--- src/rtl/ptl_pkg.sv ---
`timescale 1ns / 1ps
`default_nettype none

package ptl_pkg;

    // Width of the reported line number and its saturation value.
    localparam int              LINE_OUT_W   = 20;
    localparam logic [19:0]     LINE_OUT_MAX = 20'hFFFFF;

    // Lexer modes.
    localparam logic [3:0] MODE_IDLE    = 4'd0;
    localparam logic [3:0] MODE_IDENT   = 4'd1;
    localparam logic [3:0] MODE_HEX     = 4'd2;
    localparam logic [3:0] MODE_DEC     = 4'd3;
    localparam logic [3:0] MODE_CODE    = 4'd4;
    localparam logic [3:0] MODE_LT      = 4'd5;
    localparam logic [3:0] MODE_GT      = 4'd6;
    localparam logic [3:0] MODE_COLON   = 4'd7;
    localparam logic [3:0] MODE_STRING  = 4'd8;
    localparam logic [3:0] MODE_COMMENT = 4'd9;
    localparam logic [3:0] MODE_ENDED   = 4'd10;
    localparam logic [3:0] MODE_HALTED  = 4'd11;

    // Result kinds.
    localparam logic [1:0] KIND_CHAR  = 2'd0;
    localparam logic [1:0] KIND_END   = 2'd1;
    localparam logic [1:0] KIND_ERROR = 2'd2;

    // Token classes.
    localparam logic [2:0] CLS_IDENT  = 3'd0;
    localparam logic [2:0] CLS_HEX    = 3'd1;
    localparam logic [2:0] CLS_DEC    = 3'd2;
    localparam logic [2:0] CLS_CODE   = 3'd3;
    localparam logic [2:0] CLS_OP     = 3'd4;
    localparam logic [2:0] CLS_STRING = 3'd5;
    localparam logic [2:0] CLS_EOI    = 3'd6;

    // Error codes.
    localparam logic [1:0] ERR_UNKNOWN     = 2'd0;
    localparam logic [1:0] ERR_NO_QUOTE    = 2'd1;
    localparam logic [1:0] ERR_NO_COMMENT  = 2'd2;

    typedef struct packed {
        logic [1:0] kind;
        logic [2:0] cls;
        logic [7:0] ch;
        logic [1:0] err;
        logic       last;
    } result_t;

    // All results caused by one request, at most three.
    typedef struct packed {
        logic [1:0]    n;
        result_t [2:0] res;
    } bundle_t;

    typedef struct packed {
        bundle_t                 b;
        logic [LINE_OUT_W-1:0]   line;
    } slot_t;

endpackage

`default_nettype wire

--- src/rtl/ptl_ifs.sv ---
`timescale 1ns / 1ps
`default_nettype none

interface ptl_char_if;
    logic       valid;
    logic       ready;
    logic [7:0] char_in;
    logic       end_of_input;

    modport source (output valid, output char_in, output end_of_input, input ready);
    modport sink   (input valid, input char_in, input end_of_input, output ready);
endinterface

interface ptl_result_if;
    logic        valid;
    logic        ready;
    logic [1:0]  result_kind;
    logic [2:0]  token_class;
    logic [7:0]  char_value;
    logic [1:0]  error_code;
    logic [19:0] line_number;
    logic        last_result;

    modport source (output valid, output result_kind, output token_class, output char_value,
                    output error_code, output line_number, output last_result, input ready);
    modport sink   (input valid, input result_kind, input token_class, input char_value,
                    input error_code, input line_number, input last_result, output ready);
endinterface

`default_nettype wire

--- src/rtl/ptl_lex_core.sv ---
`timescale 1ns / 1ps
`default_nettype none

// One lexing step: from the current mode and one request, the results it
// causes and the mode that follows.
module ptl_lex_core import ptl_pkg::*;
(
    input  logic [3:0] mode,
    input  logic [7:0] char_in,
    input  logic       end_of_input,
    output bundle_t    bundle,
    output logic [3:0] mode_next,
    output logic       newline
);

    typedef struct packed {
        logic [1:0] n;
        result_t    r0;
        result_t    r1;
        logic [3:0] mode;
    } idle_t;

    function automatic result_t mk(input logic [1:0] kind, input logic [2:0] cls,
                                   input logic [7:0] ch, input logic [1:0] err);
        result_t r;
        r.kind = kind;
        r.cls  = cls;
        r.ch   = ch;
        r.err  = err;
        r.last = 1'b0;
        return r;
    endfunction

    function automatic logic is_letter(input logic [7:0] c);
        return (c >= "a" && c <= "z") || (c >= "A" && c <= "Z") || c == "_";
    endfunction

    function automatic logic is_digit(input logic [7:0] c);
        return c >= "0" && c <= "9";
    endfunction

    function automatic logic is_num(input logic [7:0] c);
        return is_digit(c) || c == "." || c == "_";
    endfunction

    function automatic logic is_hex(input logic [7:0] c);
        return is_num(c) || (c >= "a" && c <= "f") || (c >= "A" && c <= "F");
    endfunction

    function automatic logic [7:0] lower(input logic [7:0] c);
        return (c >= "A" && c <= "Z") ? c + 8'd32 : c;
    endfunction

    function automatic logic is_single_op(input logic [7:0] c);
        return c == "=" || c == ";" || c == "," || c == "[" || c == "]" || c == "(" ||
               c == ")" || c == "@" || c == "*" || c == "+" || c == "-" || c == "/" ||
               c == "^";
    endfunction

    function automatic logic [2:0] class_of(input logic [3:0] m);
        logic [2:0] c;
        case (m)
            MODE_IDENT: c = CLS_IDENT;
            MODE_HEX:   c = CLS_HEX;
            MODE_DEC:   c = CLS_DEC;
            MODE_CODE:  c = CLS_CODE;
            default:    c = CLS_OP;
        endcase
        return c;
    endfunction

    // Lexing of a character that starts after the gap between tokens.
    function automatic idle_t lex_idle(input logic [7:0] c);
        idle_t t;
        t.n    = 2'd0;
        t.r0   = '0;
        t.r1   = '0;
        t.mode = MODE_IDLE;
        if (c == " " || c == 8'h0A || c == 8'h0D) begin
            t.mode = MODE_IDLE;
        end else if (is_letter(c)) begin
            t.n = 2'd1; t.r0 = mk(KIND_CHAR, CLS_IDENT, lower(c), ERR_UNKNOWN);
            t.mode = MODE_IDENT;
        end else if (c == "$") begin
            t.n = 2'd1; t.r0 = mk(KIND_CHAR, CLS_HEX, c, ERR_UNKNOWN);
            t.mode = MODE_HEX;
        end else if (is_digit(c) || c == ".") begin
            t.n = 2'd1; t.r0 = mk(KIND_CHAR, CLS_DEC, c, ERR_UNKNOWN);
            t.mode = MODE_DEC;
        end else if (c == "#") begin
            t.n = 2'd1; t.r0 = mk(KIND_CHAR, CLS_CODE, c, ERR_UNKNOWN);
            t.mode = MODE_CODE;
        end else if (c == "<" || c == ">" || c == ":") begin
            t.n = 2'd1; t.r0 = mk(KIND_CHAR, CLS_OP, c, ERR_UNKNOWN);
            t.mode = (c == "<") ? MODE_LT : (c == ">") ? MODE_GT : MODE_COLON;
        end else if (is_single_op(c)) begin
            t.n = 2'd2;
            t.r0 = mk(KIND_CHAR, CLS_OP, c, ERR_UNKNOWN);
            t.r1 = mk(KIND_END, CLS_OP, 8'd0, ERR_UNKNOWN);
            t.mode = MODE_IDLE;
        end else if (c == 8'h27) begin
            t.n = 2'd1; t.r0 = mk(KIND_CHAR, CLS_STRING, c, ERR_UNKNOWN);
            t.mode = MODE_STRING;
        end else if (c == "{") begin
            t.mode = MODE_COMMENT;
        end else begin
            t.n = 2'd1; t.r0 = mk(KIND_ERROR, CLS_IDENT, c, ERR_UNKNOWN);
            t.mode = MODE_HALTED;
        end
        return t;
    endfunction

    idle_t      idl;
    logic       active;
    logic       more;
    logic       pair;
    logic [7:0] tok_ch;

    assign idl    = lex_idle(char_in);
    assign active = mode <= MODE_COMMENT;

    always_comb
    begin
        bundle    = '0;
        mode_next = mode;
        more      = 1'b0;
        pair      = 1'b0;
        tok_ch    = (mode == MODE_IDENT || mode == MODE_HEX) ? lower(char_in) : char_in;

        if (mode == MODE_ENDED) begin
            bundle.n      = 2'd1;
            bundle.res[0] = mk(KIND_END, CLS_EOI, 8'd0, ERR_UNKNOWN);
        end else if (!active) begin
            mode_next = MODE_HALTED;
        end else if (end_of_input) begin
            mode_next = MODE_ENDED;
            if (mode == MODE_STRING) begin
                bundle.n      = 2'd1;
                bundle.res[0] = mk(KIND_ERROR, CLS_IDENT, 8'd0, ERR_NO_QUOTE);
                mode_next     = MODE_HALTED;
            end else if (mode == MODE_COMMENT) begin
                bundle.n      = 2'd1;
                bundle.res[0] = mk(KIND_ERROR, CLS_IDENT, 8'd0, ERR_NO_COMMENT);
                mode_next     = MODE_HALTED;
            end else if (mode == MODE_IDLE) begin
                bundle.n      = 2'd1;
                bundle.res[0] = mk(KIND_END, CLS_EOI, 8'd0, ERR_UNKNOWN);
            end else begin
                bundle.n      = 2'd2;
                bundle.res[0] = mk(KIND_END, class_of(mode), 8'd0, ERR_UNKNOWN);
                bundle.res[1] = mk(KIND_END, CLS_EOI, 8'd0, ERR_UNKNOWN);
            end
        end else begin
            case (mode)
                MODE_IDLE:
                begin
                    bundle.n      = idl.n;
                    bundle.res[0] = idl.r0;
                    bundle.res[1] = idl.r1;
                    mode_next     = idl.mode;
                end
                MODE_STRING:
                begin
                    bundle.n      = 2'd1;
                    bundle.res[0] = mk(KIND_CHAR, CLS_STRING, char_in, ERR_UNKNOWN);
                    if (char_in == 8'h27) begin
                        bundle.n      = 2'd2;
                        bundle.res[1] = mk(KIND_END, CLS_STRING, 8'd0, ERR_UNKNOWN);
                        mode_next     = MODE_IDLE;
                    end
                end
                MODE_COMMENT:
                begin
                    if (char_in == "}") begin
                        mode_next = MODE_IDLE;
                    end
                end
                default:
                begin
                    // A token is in progress: extend it, close an operator pair,
                    // or end it and lex the character afresh.
                    case (mode)
                        MODE_IDENT: more = is_letter(char_in);
                        MODE_HEX:   more = is_hex(char_in);
                        MODE_DEC:   more = is_num(char_in);
                        MODE_CODE:  more = is_num(char_in);
                        MODE_LT:    pair = char_in == "=" || char_in == "<" || char_in == ">";
                        MODE_GT:    pair = char_in == "=" || char_in == "<" || char_in == ">";
                        default:    pair = char_in == "=";
                    endcase
                    if (more) begin
                        bundle.n      = 2'd1;
                        bundle.res[0] = mk(KIND_CHAR, class_of(mode), tok_ch, ERR_UNKNOWN);
                    end else if (pair) begin
                        bundle.n      = 2'd2;
                        bundle.res[0] = mk(KIND_CHAR, CLS_OP, char_in, ERR_UNKNOWN);
                        bundle.res[1] = mk(KIND_END, CLS_OP, 8'd0, ERR_UNKNOWN);
                        mode_next     = MODE_IDLE;
                    end else begin
                        bundle.n      = idl.n + 2'd1;
                        bundle.res[0] = mk(KIND_END, class_of(mode), 8'd0, ERR_UNKNOWN);
                        bundle.res[1] = idl.r0;
                        bundle.res[2] = idl.r1;
                        mode_next     = idl.mode;
                    end
                end
            endcase
        end

        for (int i = 0; i < 3; i++) begin
            bundle.res[i].last = (2'(i) == bundle.n - 2'd1);
        end
    end

    // A newline taken in by the lexer bumps the line count after this step.
    assign newline = active && !end_of_input && char_in == 8'h0A &&
                     mode_next != MODE_HALTED;

endmodule

`default_nettype wire

--- src/rtl/pascal_token_lexer.sv ---
// The results of a taken request are registered in the queue and reach result_ch from its head slot.
// Throughput: one request per cycle while the queue has a free slot; a request's results leave in turn.
// Up to two requests' results are queued; char_ch.ready drops only while both slots are full.
// Reset (rst_n, asynchronous, active low): lexer between tokens, line count 1, queue empty.
`timescale 1ns / 1ps
`default_nettype none

module pascal_token_lexer import ptl_pkg::*;
#(
    parameter int LINE_BITS = 20
)
(
    input  logic                  clk,
    input  logic                  rst_n,
    input  logic                  cfg_we,
    input  logic [LINE_OUT_W-1:0] cfg_wdata,
    ptl_char_if.sink              char_ch,
    ptl_result_if.source          result_ch
);

    // The lexer state is a mode register plus the line counter. Each request
    // is lexed combinationally by ptl_lex_core, which returns up to three results
    // as a bundle. Bundles wait in a two-slot queue; the head slot is the
    // output register, and a small index walks through its results one per
    // cycle while result_ch.ready is high. Because mode and line count advance
    // when a request is taken, the lexer runs ahead of the output and never
    // waits on it unless the queue is full.

    logic [3:0]           mode_reg;
    logic [3:0]           mode_next;
    bundle_t              bundle;
    logic                 newline;

    logic [LINE_BITS-1:0] line_count_reg;
    logic [31:0]          line_wide;
    logic [LINE_OUT_W-1:0] line_sat;

    slot_t                slot0_reg;
    slot_t                slot1_reg;
    slot_t                new_slot;
    logic [1:0]           count_reg;
    logic [1:0]           idx_reg;

    logic                 accept;
    logic                 push;
    logic                 out_fire;
    logic                 pop;
    result_t              cur;

    ptl_lex_core u_core
    (
        .mode         (mode_reg),
        .char_in      (char_ch.char_in),
        .end_of_input (char_ch.end_of_input),
        .bundle       (bundle),
        .mode_next    (mode_next),
        .newline      (newline)
    );

    // The reported line number saturates at the width of the output field.
    assign line_wide = 32'(line_count_reg);
    assign line_sat  = (line_wide > 32'(LINE_OUT_MAX)) ? LINE_OUT_MAX
                                                       : line_wide[LINE_OUT_W-1:0];

    assign char_ch.ready = count_reg < 2'd2;
    assign accept        = char_ch.valid && char_ch.ready;
    // Requests that cause no result (spaces, comments, halted lexer) only
    // move the state and never take a queue slot.
    assign push          = accept && bundle.n != 2'd0;

    assign new_slot.b    = bundle;
    assign new_slot.line = line_sat;

    assign cur                   = slot0_reg.b.res[idx_reg];
    assign result_ch.valid       = count_reg != 2'd0;
    assign result_ch.result_kind = cur.kind;
    assign result_ch.token_class = cur.cls;
    assign result_ch.char_value  = cur.ch;
    assign result_ch.error_code  = cur.err;
    assign result_ch.line_number = slot0_reg.line;
    assign result_ch.last_result = cur.last;

    assign out_fire = result_ch.valid && result_ch.ready;
    assign pop      = out_fire && idx_reg == slot0_reg.b.n - 2'd1;

    // Lexer state. A configuration write loads the line counter directly;
    // the user must issue it only while the block is idle; the block does not enforce it.
    always_ff @(posedge clk or negedge rst_n)
    begin
        if (!rst_n) begin
            mode_reg       <= MODE_IDLE;
            line_count_reg <= LINE_BITS'(1);
        end else begin
            if (accept) begin
                mode_reg <= mode_next;
            end
            if (cfg_we) begin
                line_count_reg <= LINE_BITS'(cfg_wdata);
            end else if (accept && newline && line_count_reg != '1) begin
                line_count_reg <= line_count_reg + LINE_BITS'(1);
            end
        end
    end

    // Queue control.
    always_ff @(posedge clk or negedge rst_n)
    begin
        if (!rst_n) begin
            count_reg <= 2'd0;
            idx_reg   <= 2'd0;
        end else begin
            count_reg <= count_reg + {1'b0, push} - {1'b0, pop};
            if (pop) begin
                idx_reg <= 2'd0;
            end else if (out_fire) begin
                idx_reg <= idx_reg + 2'd1;
            end
        end
    end

    // Queue payload.
    always_ff @(posedge clk)
    begin
        if (push && (count_reg == 2'd0 || (count_reg == 2'd1 && pop))) begin
            slot0_reg <= new_slot;
        end else if (pop && count_reg == 2'd2) begin
            slot0_reg <= slot1_reg;
        end
        if (push && count_reg == 2'd1 && !pop) begin
            slot1_reg <= new_slot;
        end
    end

endmodule

`default_nettype wire

--- src/flat_wrapper.sv ---
// flat-port wrapper written by rule: the top's interface ports become plain ports
module pascal_token_lexer_flat import ptl_pkg::*;
#(
    parameter int LINE_BITS = 20
)
  (clk, rst_n, cfg_we, cfg_wdata, char_ch_valid, char_ch_char_in, char_ch_end_of_input, char_ch_ready, result_ch_valid, result_ch_result_kind, result_ch_token_class, result_ch_char_value, result_ch_error_code, result_ch_line_number, result_ch_last_result, result_ch_ready);
  ptl_char_if char_ch_i ();
  ptl_result_if result_ch_i ();
  input  logic clk;
  input  logic rst_n;
  input  logic cfg_we;
  input  logic [LINE_OUT_W-1:0] cfg_wdata;
  input wire logic [$bits(char_ch_i.valid)-1:0] char_ch_valid;
  input wire logic [$bits(char_ch_i.char_in)-1:0] char_ch_char_in;
  input wire logic [$bits(char_ch_i.end_of_input)-1:0] char_ch_end_of_input;
  output wire logic [$bits(char_ch_i.ready)-1:0] char_ch_ready;
  output wire logic [$bits(result_ch_i.valid)-1:0] result_ch_valid;
  output wire logic [$bits(result_ch_i.result_kind)-1:0] result_ch_result_kind;
  output wire logic [$bits(result_ch_i.token_class)-1:0] result_ch_token_class;
  output wire logic [$bits(result_ch_i.char_value)-1:0] result_ch_char_value;
  output wire logic [$bits(result_ch_i.error_code)-1:0] result_ch_error_code;
  output wire logic [$bits(result_ch_i.line_number)-1:0] result_ch_line_number;
  output wire logic [$bits(result_ch_i.last_result)-1:0] result_ch_last_result;
  input wire logic [$bits(result_ch_i.ready)-1:0] result_ch_ready;
  assign char_ch_i.valid = char_ch_valid;
  assign char_ch_i.char_in = char_ch_char_in;
  assign char_ch_i.end_of_input = char_ch_end_of_input;
  assign char_ch_ready = char_ch_i.ready;
  assign result_ch_valid = result_ch_i.valid;
  assign result_ch_result_kind = result_ch_i.result_kind;
  assign result_ch_token_class = result_ch_i.token_class;
  assign result_ch_char_value = result_ch_i.char_value;
  assign result_ch_error_code = result_ch_i.error_code;
  assign result_ch_line_number = result_ch_i.line_number;
  assign result_ch_last_result = result_ch_i.last_result;
  assign result_ch_i.ready = result_ch_ready;
  pascal_token_lexer #(.LINE_BITS(LINE_BITS)) u_core (.clk(clk), .rst_n(rst_n), .cfg_we(cfg_we), .cfg_wdata(cfg_wdata), .char_ch(char_ch_i), .result_ch(result_ch_i));
endmodule
--- config.mk ---
export PLATFORM = sky130hd
export DESIGN_NAME = pascal_token_lexer_flat
export DESIGN_NICKNAME = d
export VERILOG_FILES = /design/src/rtl/ptl_pkg.sv /design/src/rtl/ptl_ifs.sv /design/src/rtl/ptl_lex_core.sv /design/src/rtl/pascal_token_lexer.sv /design/src/flat_wrapper.sv
export SDC_FILE = /design/constraint.sdc
export NUM_CORES = 1
export LEC_CHECK = 0
export BUFFER_PORTS_ARGS = -buffer_cell sky130_fd_sc_hd__buf_2
export CORE_ASPECT_RATIO = 0.7
export CORE_MARGIN = 5
export CORE_UTILIZATION = 40
export CTS_CLUSTER_SIZE = 8
export DETAILED_ROUTE_END_ITERATION = 6
export HOLD_SLACK_MARGIN = 0.06
export PLACE_DENSITY = 0.66
export SYNTH_ARGS = -nofsm -noshare
export SYNTH_HDL_FRONTEND = slang
export SYNTH_SLANG_ARGS = --single-unit
--- constraint.sdc ---
create_clock -name clk -period 9 [get_ports clk]
set_input_delay 0.9 -clock clk [delete_from_list [all_inputs] [get_ports clk]]
set_output_delay 0.9 -clock clk [all_outputs]
set_load 0.01 [all_outputs]
# ---- Yosys cells after proc, flatten, opt, wreduce, memory -nomap -nowiden
# Index checks and enable logic that the tools add are counted.
dict set report totals {
  in_bits 34
  regBits 168
  word_cells 245
  output_inout_bits 38
}
dict set report op_classes {
  eq_ne 42
  reduce_logical 59
  add_sub_neg 8
  order_cmp 12
  mux 86
}
# operator n
set ops {}
lappend ops {{$mux 32} 5}
lappend ops {{$mux 16} 9}
lappend ops {{$mux 70} 2}
lappend ops {{$eq 8x6->1 const B} 17}
lappend ops {{$mux 15} 9}
lappend ops {{$mux 18} 6}
lappend ops {{$pmux 32 s3} 1}
lappend ops {{$mux 20} 3}
lappend ops {{$mux 4} 15}
lappend ops {{$eq 8x7->1 const B} 7}
lappend ops {{$mux 50} 1}
lappend ops {{$mux 17} 2}
lappend ops {{$mux 34} 1}
lappend ops {{$bmux 16 s2} 1}
lappend ops {{$le 8x7->1 const B} 4}
lappend ops {{$logic_or 1x1->1} 26}
lappend ops {{$mux 2} 12}
lappend ops {{$add 20x1->20 const B} 1}
lappend ops {{$gt 20x20->1 const B} 1}
lappend ops {{$ne 20x20->1 const B} 1}
lappend ops {{$logic_and 1x1->1} 19}
lappend ops {{$eq 8x4->1 const B} 2}
lappend ops {{$ge 8x7->1 const B} 2}
lappend ops {{$mux 8} 2}
lappend ops {{34 further kinds} 58}

# ---- Depth between registers and ports, before layout
dict set report logic_depth {
  ltp_word 32
  mapped_depth 14
  mapped_depth_nobuf 12
}

# ---- By module
# A second synthesis with hierarchy kept.
dict set report hier_totals {
  cells_unflattened 781
  hier_area_um2 9093.7
}
# module area_per_inst_um2 cells_each seq_area_each_um2 n_inst
set by_module_without_submodules {}
lappend by_module_without_submodules {pascal_token_lexer 7324.5 490 4906.0 1}
lappend by_module_without_submodules {ptl_lex_core 1769.2 291 0.0 1}

# ---- Least setup slack after synthesis
# No wires, ideal clock.
dict set report synth_path {
  path_kind {input-to-reg}
  startpoint {input char_ch_char_in[5]}
  endpoint {register u_core.slot1_reg[0] (netlist bit) (enable)}
  path_buffers 2
  t_required_ps 8401
  setup_ps 599
  path_slack_ps 269
  path_stages 11
  arrival_time_ps 8131
  path_cell_list {buf_2 -> buf_4 -> inv_1 -> ha_1 -> nand2b_1 -> o32ai_1 -> a211oi_1 -> nor3_4 -> nor4_4 -> a211oi_2 -> nor4_1}
}
dict set report synth_via {
  elab_chain_cells 31
  word_cells_on_any_way 93
  classes_between {1 x add/sub; 8 x order compare; 25 x eq/ne; 26 x mux; 33 x reduce/logical}
}
# element line
set synth_rtl {}
lappend synth_rtl {{start, declared} flat_wrapper.sv:14} ;# input wire logic [$bits(char_ch_i.char_in)-1:0] char_ch_char_in;
lappend synth_rtl {{$eq 8x6->1 (on tied branches)} --}
lappend synth_rtl {{$logic_or 1x1->1 (6 in a row)} ptl_lex_core.sv:55} ;# return c == "=" || c == ";" || c == "," || c == "[" || c == "]" || c == "(" ||
lappend synth_rtl {{$logic_or 1x1->1 (6 in a row)} ptl_lex_core.sv:56} ;# c == ")" || c == "@" || c == "*" || c == "+" || c == "-" || c == "/" ||
lappend synth_rtl {{$mux 18} ptl_lex_core.sv:96} ;# end else if (is_single_op(c)) begin
lappend synth_rtl {{$mux 18} ptl_lex_core.sv:93} ;# end else if (c == "<" || c == ">" || c == ":") begin
lappend synth_rtl {{$mux 18} ptl_lex_core.sv:90} ;# end else if (c == "#") begin
lappend synth_rtl {{$mux 18} ptl_lex_core.sv:87} ;# end else if (is_digit(c) || c == ".") begin
lappend synth_rtl {{$mux 18} ptl_lex_core.sv:84} ;# end else if (c == "$") begin
lappend synth_rtl {{[4 not listed]} --}
lappend synth_rtl {{$mux 2} ptl_lex_core.sv:191} ;# if (more) begin
lappend synth_rtl {{$pmux 2 s3 *} ptl_lex_core.sv:154} ;# case (mode)
lappend synth_rtl {{$mux 2 *} ptl_lex_core.sv:135} ;# end else if (end_of_input) begin
lappend synth_rtl {{$mux 50 *} ptl_lex_core.sv:133} ;# end else if (!active) begin
lappend synth_rtl {{$mux 2 *} ptl_lex_core.sv:130} ;# if (mode == MODE_ENDED) begin
lappend synth_rtl {{$reduce_bool 2->1 *} pascal_token_lexer.sv:69} ;# assign push = accept && bundle.n != 2'd0;
lappend synth_rtl {{$logic_and 1x1->1 *} pascal_token_lexer.sv:69}
lappend synth_rtl {{$logic_and 1x1->1 * (2 in a row)} pascal_token_lexer.sv:129} ;# if (push && count_reg == 2'd1 && !pop) begin
lappend synth_rtl {{end signal, assigned} pascal_token_lexer.sv:130} ;# slot1_reg <= new_slot;
lappend synth_rtl {{end, declared} pascal_token_lexer.sv:39} ;# slot_t slot1_reg;
# Mark *: on every way between the ends. The rest lies on a longest branch, timed or not. The select of a mux whose other input is x is not followed.
# A chain may end at the register's enable or synchronous reset.

# ---- Worst setup path after layout
dict set report layout_path {
  startpoint {input char_ch_char_in[5]}
  endpoint {register u_core.slot0_reg[35] (netlist bit) (enable)}
}
dict set report layout_via {
  elab_chain_cells 31
  word_cells_on_any_way 93
  classes_between {1 x add/sub; 8 x order compare; 25 x eq/ne; 26 x mux; 33 x reduce/logical}
}
# element line
set layout_rtl {}
lappend layout_rtl {{$eq 8x6->1 (on tied branches)} --}
lappend layout_rtl {{$logic_or 1x1->1 (6 in a row)} ptl_lex_core.sv:55}
lappend layout_rtl {{$logic_or 1x1->1 (6 in a row)} ptl_lex_core.sv:56}
lappend layout_rtl {{$mux 18} ptl_lex_core.sv:96}
lappend layout_rtl {{$mux 18} ptl_lex_core.sv:93}
lappend layout_rtl {{$mux 18} ptl_lex_core.sv:90}
lappend layout_rtl {{$mux 18} ptl_lex_core.sv:87}
lappend layout_rtl {{$mux 18} ptl_lex_core.sv:84}
lappend layout_rtl {{[5 not listed]} --}
lappend layout_rtl {{$pmux 2 s3 *} ptl_lex_core.sv:154}
lappend layout_rtl {{$mux 2 *} ptl_lex_core.sv:135}
lappend layout_rtl {{$mux 50 *} ptl_lex_core.sv:133}
lappend layout_rtl {{$mux 2 *} ptl_lex_core.sv:130}
lappend layout_rtl {{$reduce_bool 2->1 *} pascal_token_lexer.sv:69}
lappend layout_rtl {{$logic_and 1x1->1 *} pascal_token_lexer.sv:69}
lappend layout_rtl {{$logic_and 1x1->1 *} pascal_token_lexer.sv:124} ;# if (push && (count_reg == 2'd0 || (count_reg == 2'd1 && pop))) begin
lappend layout_rtl {{$reduce_bool 2->1 (no source line) *} --}
lappend layout_rtl {{end signal, assigned} pascal_token_lexer.sv:125} ;# slot0_reg <= new_slot;
lappend layout_rtl {{end signal, assigned} pascal_token_lexer.sv:127} ;# slot0_reg <= slot1_reg;
lappend layout_rtl {{end, declared} pascal_token_lexer.sv:38} ;# slot_t slot0_reg;
# Marked as above.

==> results_dict.tcl <==
set metrics [dict create \
    p_leak_uw 0.00333 \
    fin_crit_ps 4830 \
    first_iter_violations 666 \
    path_delay_family "simple AND/OR/NAND/NOR gates" \
    dp.final_hpwl_mm 16.1 \
    clk_latency_ps 420 \
    path_clk_slew_ps 60 \
    synth_xor_area_share_pct 2.65 \
    final_cell_mix "edfxtp_1 (108), buf_2 (71), nand2_1 (57), o21ai_0 (55), nor2_1 (48)" \
    synth_area_um2 8270 \
    final_core_utilization_pct 44.5 \
    muxShareOfSynthArea_pct 2.44 \
    power.total_uw 2670 \
    num_rows 44 \
    track_usage_pct 19.1 \
    synthAdderAreaFrac_pct 0.908 \
    place_inst 1078 \
    p_int_uw 1620 \
    drive_gt1_share_pct 18.9 \
    ioPinCount 72 \
    first_pass_iters 5 \
    synth_cell_types 84 \
    crit_path_end_kind "register" \
    swShare_pct 39.1 \
    final_cell_count_no_fill 1110 \
    status "finished clean" \
    antenna_found_initial 0 \
    largest_reg_flops 54 \
    cts_tree "done" \
    ir_drop_v 0.000125 \
    synth_async_sr_flop_share_pct 20.6 \
    yosysTopAreaCell "edfxtp_1" \
    startpoint_type "input port" \
    crit_required_ps 9050 \
    vias 6513 \
    hold_violations 0 \
    slew_headroom_pct 14.7 \
    cts.sinks 136 \
    power_frac_seq_pct 38.0 \
    cp_slowest_cell "nor4_4" \
    final_common_cell "edfxtp_1" \
    post-cts-setup-buffer-count 0 \
    cts_buffers 17 \
    path_max_fanout 49 \
    comb_power_share_pct 35.2 \
    postCtsHoldBufs 0 \
    syn-num-nets 866 \
    synth_area_leaders "edfxtp_1 (39%), dfrtp_1 (8.2%), o21ai_0 (3.4%), buf_4 (2.6%), nand2_1 (2.6%)" \
    routedWlPerCell_um 20.6 \
    synth_top_family_by_area "compound AO/OA/AOI/OAI gates" \
    root_buffer "clkbuf_16" \
    ys_ff_latch 136 \
    path_buf_inv 3 \
    post-route-period-util_pct 53.7 \
    syn_avg_cell_area_um2 10.0 \
    grt_pass1_vias 5889 \
    finalNetCount 861 \
    synth-simple-area-share_pct 17.7 \
    drcViolationCount 0 \
    synthCells 826 \
    switchingPower_uw 1040 \
    grt_pass1_wl_mm 35.3 \
    critPathArrivalTime_ps 4880 \
    synth_compound_gate_area_share_pct 20.0 \
    htree_levels 4 \
    synthFlopType "edfxtp_1" \
    tightest_slew_ps 1270 \
    clockBufferDepth 2 \
    synth_top_area_share_pct 39.2 \
    fillCellCount 1943 \
    hp-class "register to register" \
    synth_enable_flop_cells 108 \
    setup_viol 0 \
    seq_area_um2 3950 \
    fmax_ghz 0.207 \
    crit_chain "buf_2, inv_1, ha_1, nand2b_1, o32ai_1, a211oi_1, nor3_4, nor4_4, a211oi_2, o22ai_4, buf_4" \
    multiInputGateArea_um2 3650 \
    die_area_um2 23700 \
    ant_nets 0 \
    post_cts_resized 0 \
    ys_warn_count 0 \
    clockPowerShare_pct 26.8 \
    maxCapViolations 0 \
    power_density_nw_per_um2 292 \
    slew_violations 0 \
    initial_utilization_pct 40.3 \
    io_buffers 71 \
    die_h_um 130 \
    cpPeakStageDelay_ps 1000 \
    area_delta_synth_final_pct 10.5 \
    worstSetupPathType "input port to register" \
    finalWeightedCongestion 0.929 \
    gr-total-overflow 0 \
    num_antenna_cells 0 \
    fin_setup_tns_ps 0 \
    drt_wl_total_mm 22.9 \
    grt_setup_unrepaired "no" \
    core_region_area_um2 20500 \
    dieWidth_um 182 \
    fin_skew_ps 11.0 \
    grt_max_degree 50 \
    seq_area_frac_synth_pct 47.7 \
    via_per_inst 5.87 \
]
[layer usage]
metal	global-route usage, %	share of wire [%]	up-vias
li1	-	-	3044
met1	31.5	51	3123
met2	23.4	37	325
met3	5.99	10	21
met4	4.37	0.98	0
met5	0	0	-
[through the flow]
stage	cell area (um^2)	setup slack (ps)	hold WS, ps
detailed placement	8530	3860	508
global route	9140	3930	541
CTS	9140	4290	522
floorplan	8270	269	480
global placement	8530	3940	512
finish	9140	4170	521
[cells by family after synthesis]
kind of cell | count (synthesis)
simple gates | 272
compound gates | 217
buf+inv | 150
flops | 136
xor+xnor | 25
mux | 20
fa+ha+maj | 6
[final cells by class]
class                      count  share of cell area (%)
multi-input combinational    540                    39.9
clock buffer                  17                    4.66
inverter                      46                    1.89
timing repair buffer          80                    4.63
tap                          276                    3.78
clock inverter                15                    1.97
sequential                   136                    43.2
[synthesized netlist by cell type (4+ instances only)]
master,instances
and3_1,14
inv_1,46
nor4_1,15
nor2b_1,9
a31oi_1,5
a31o_2,6
o311ai_2,10
a311o_1,5
a21oi_1,20
a211oi_1,11
or3_1,6
or2_2,7
nor3b_1,5
xor2_1,5
and3b_1,4
buf_4,29
nand2b_1,8
nand4_1,12
dfrtp_1,27
o21ai_0,56
nand2_1,57
o2bb2ai_1,11
a21o_1,8
o311ai_1,4
xnor2_1,20
buf_2,16
o21ai_1,4
o211ai_1,21
nor3_1,24
o31ai_1,9
nand3b_1,5
mux2i_1,19
nand3_1,28
ha_1,6
and2_1,12
edfxtp_1,108
nor2_1,48
clkbuf_1,54
[final timing paths]
kind                                           start                              end  slack (ps)  cells past startpoint
worst max register to register     u_core.idx_reg[0]  u_core.result_ch.line_number[8]        4370                      8
worst min register to register  u_core.slot1_reg[68]             u_core.slot0_reg[68]         520                      1
worst max-delay path              char_ch_char_in[5]             u_core.slot0_reg[35]        4170                     11
max in group asynchronous                      rst_n               u_core.mode_reg[2]        7940                      1
min in group asynchronous                      rst_n                u_core.idx_reg[1]         540                      1
worst min-delay path            u_core.slot1_reg[68]             u_core.slot0_reg[68]         520                      1
[power by group through the flow]
stage	clock network [uW]	registers, uW	logic [uW]
3_3_place_gp	0	1020	914
5_1_grt	757	1030	1020
6_report	714	1010	938
4_1_cts	726	1010	927
3_5_place_dp	0	1020	922
2_1_floorplan	0	959	720
Power figures use the tool's default switching activity.
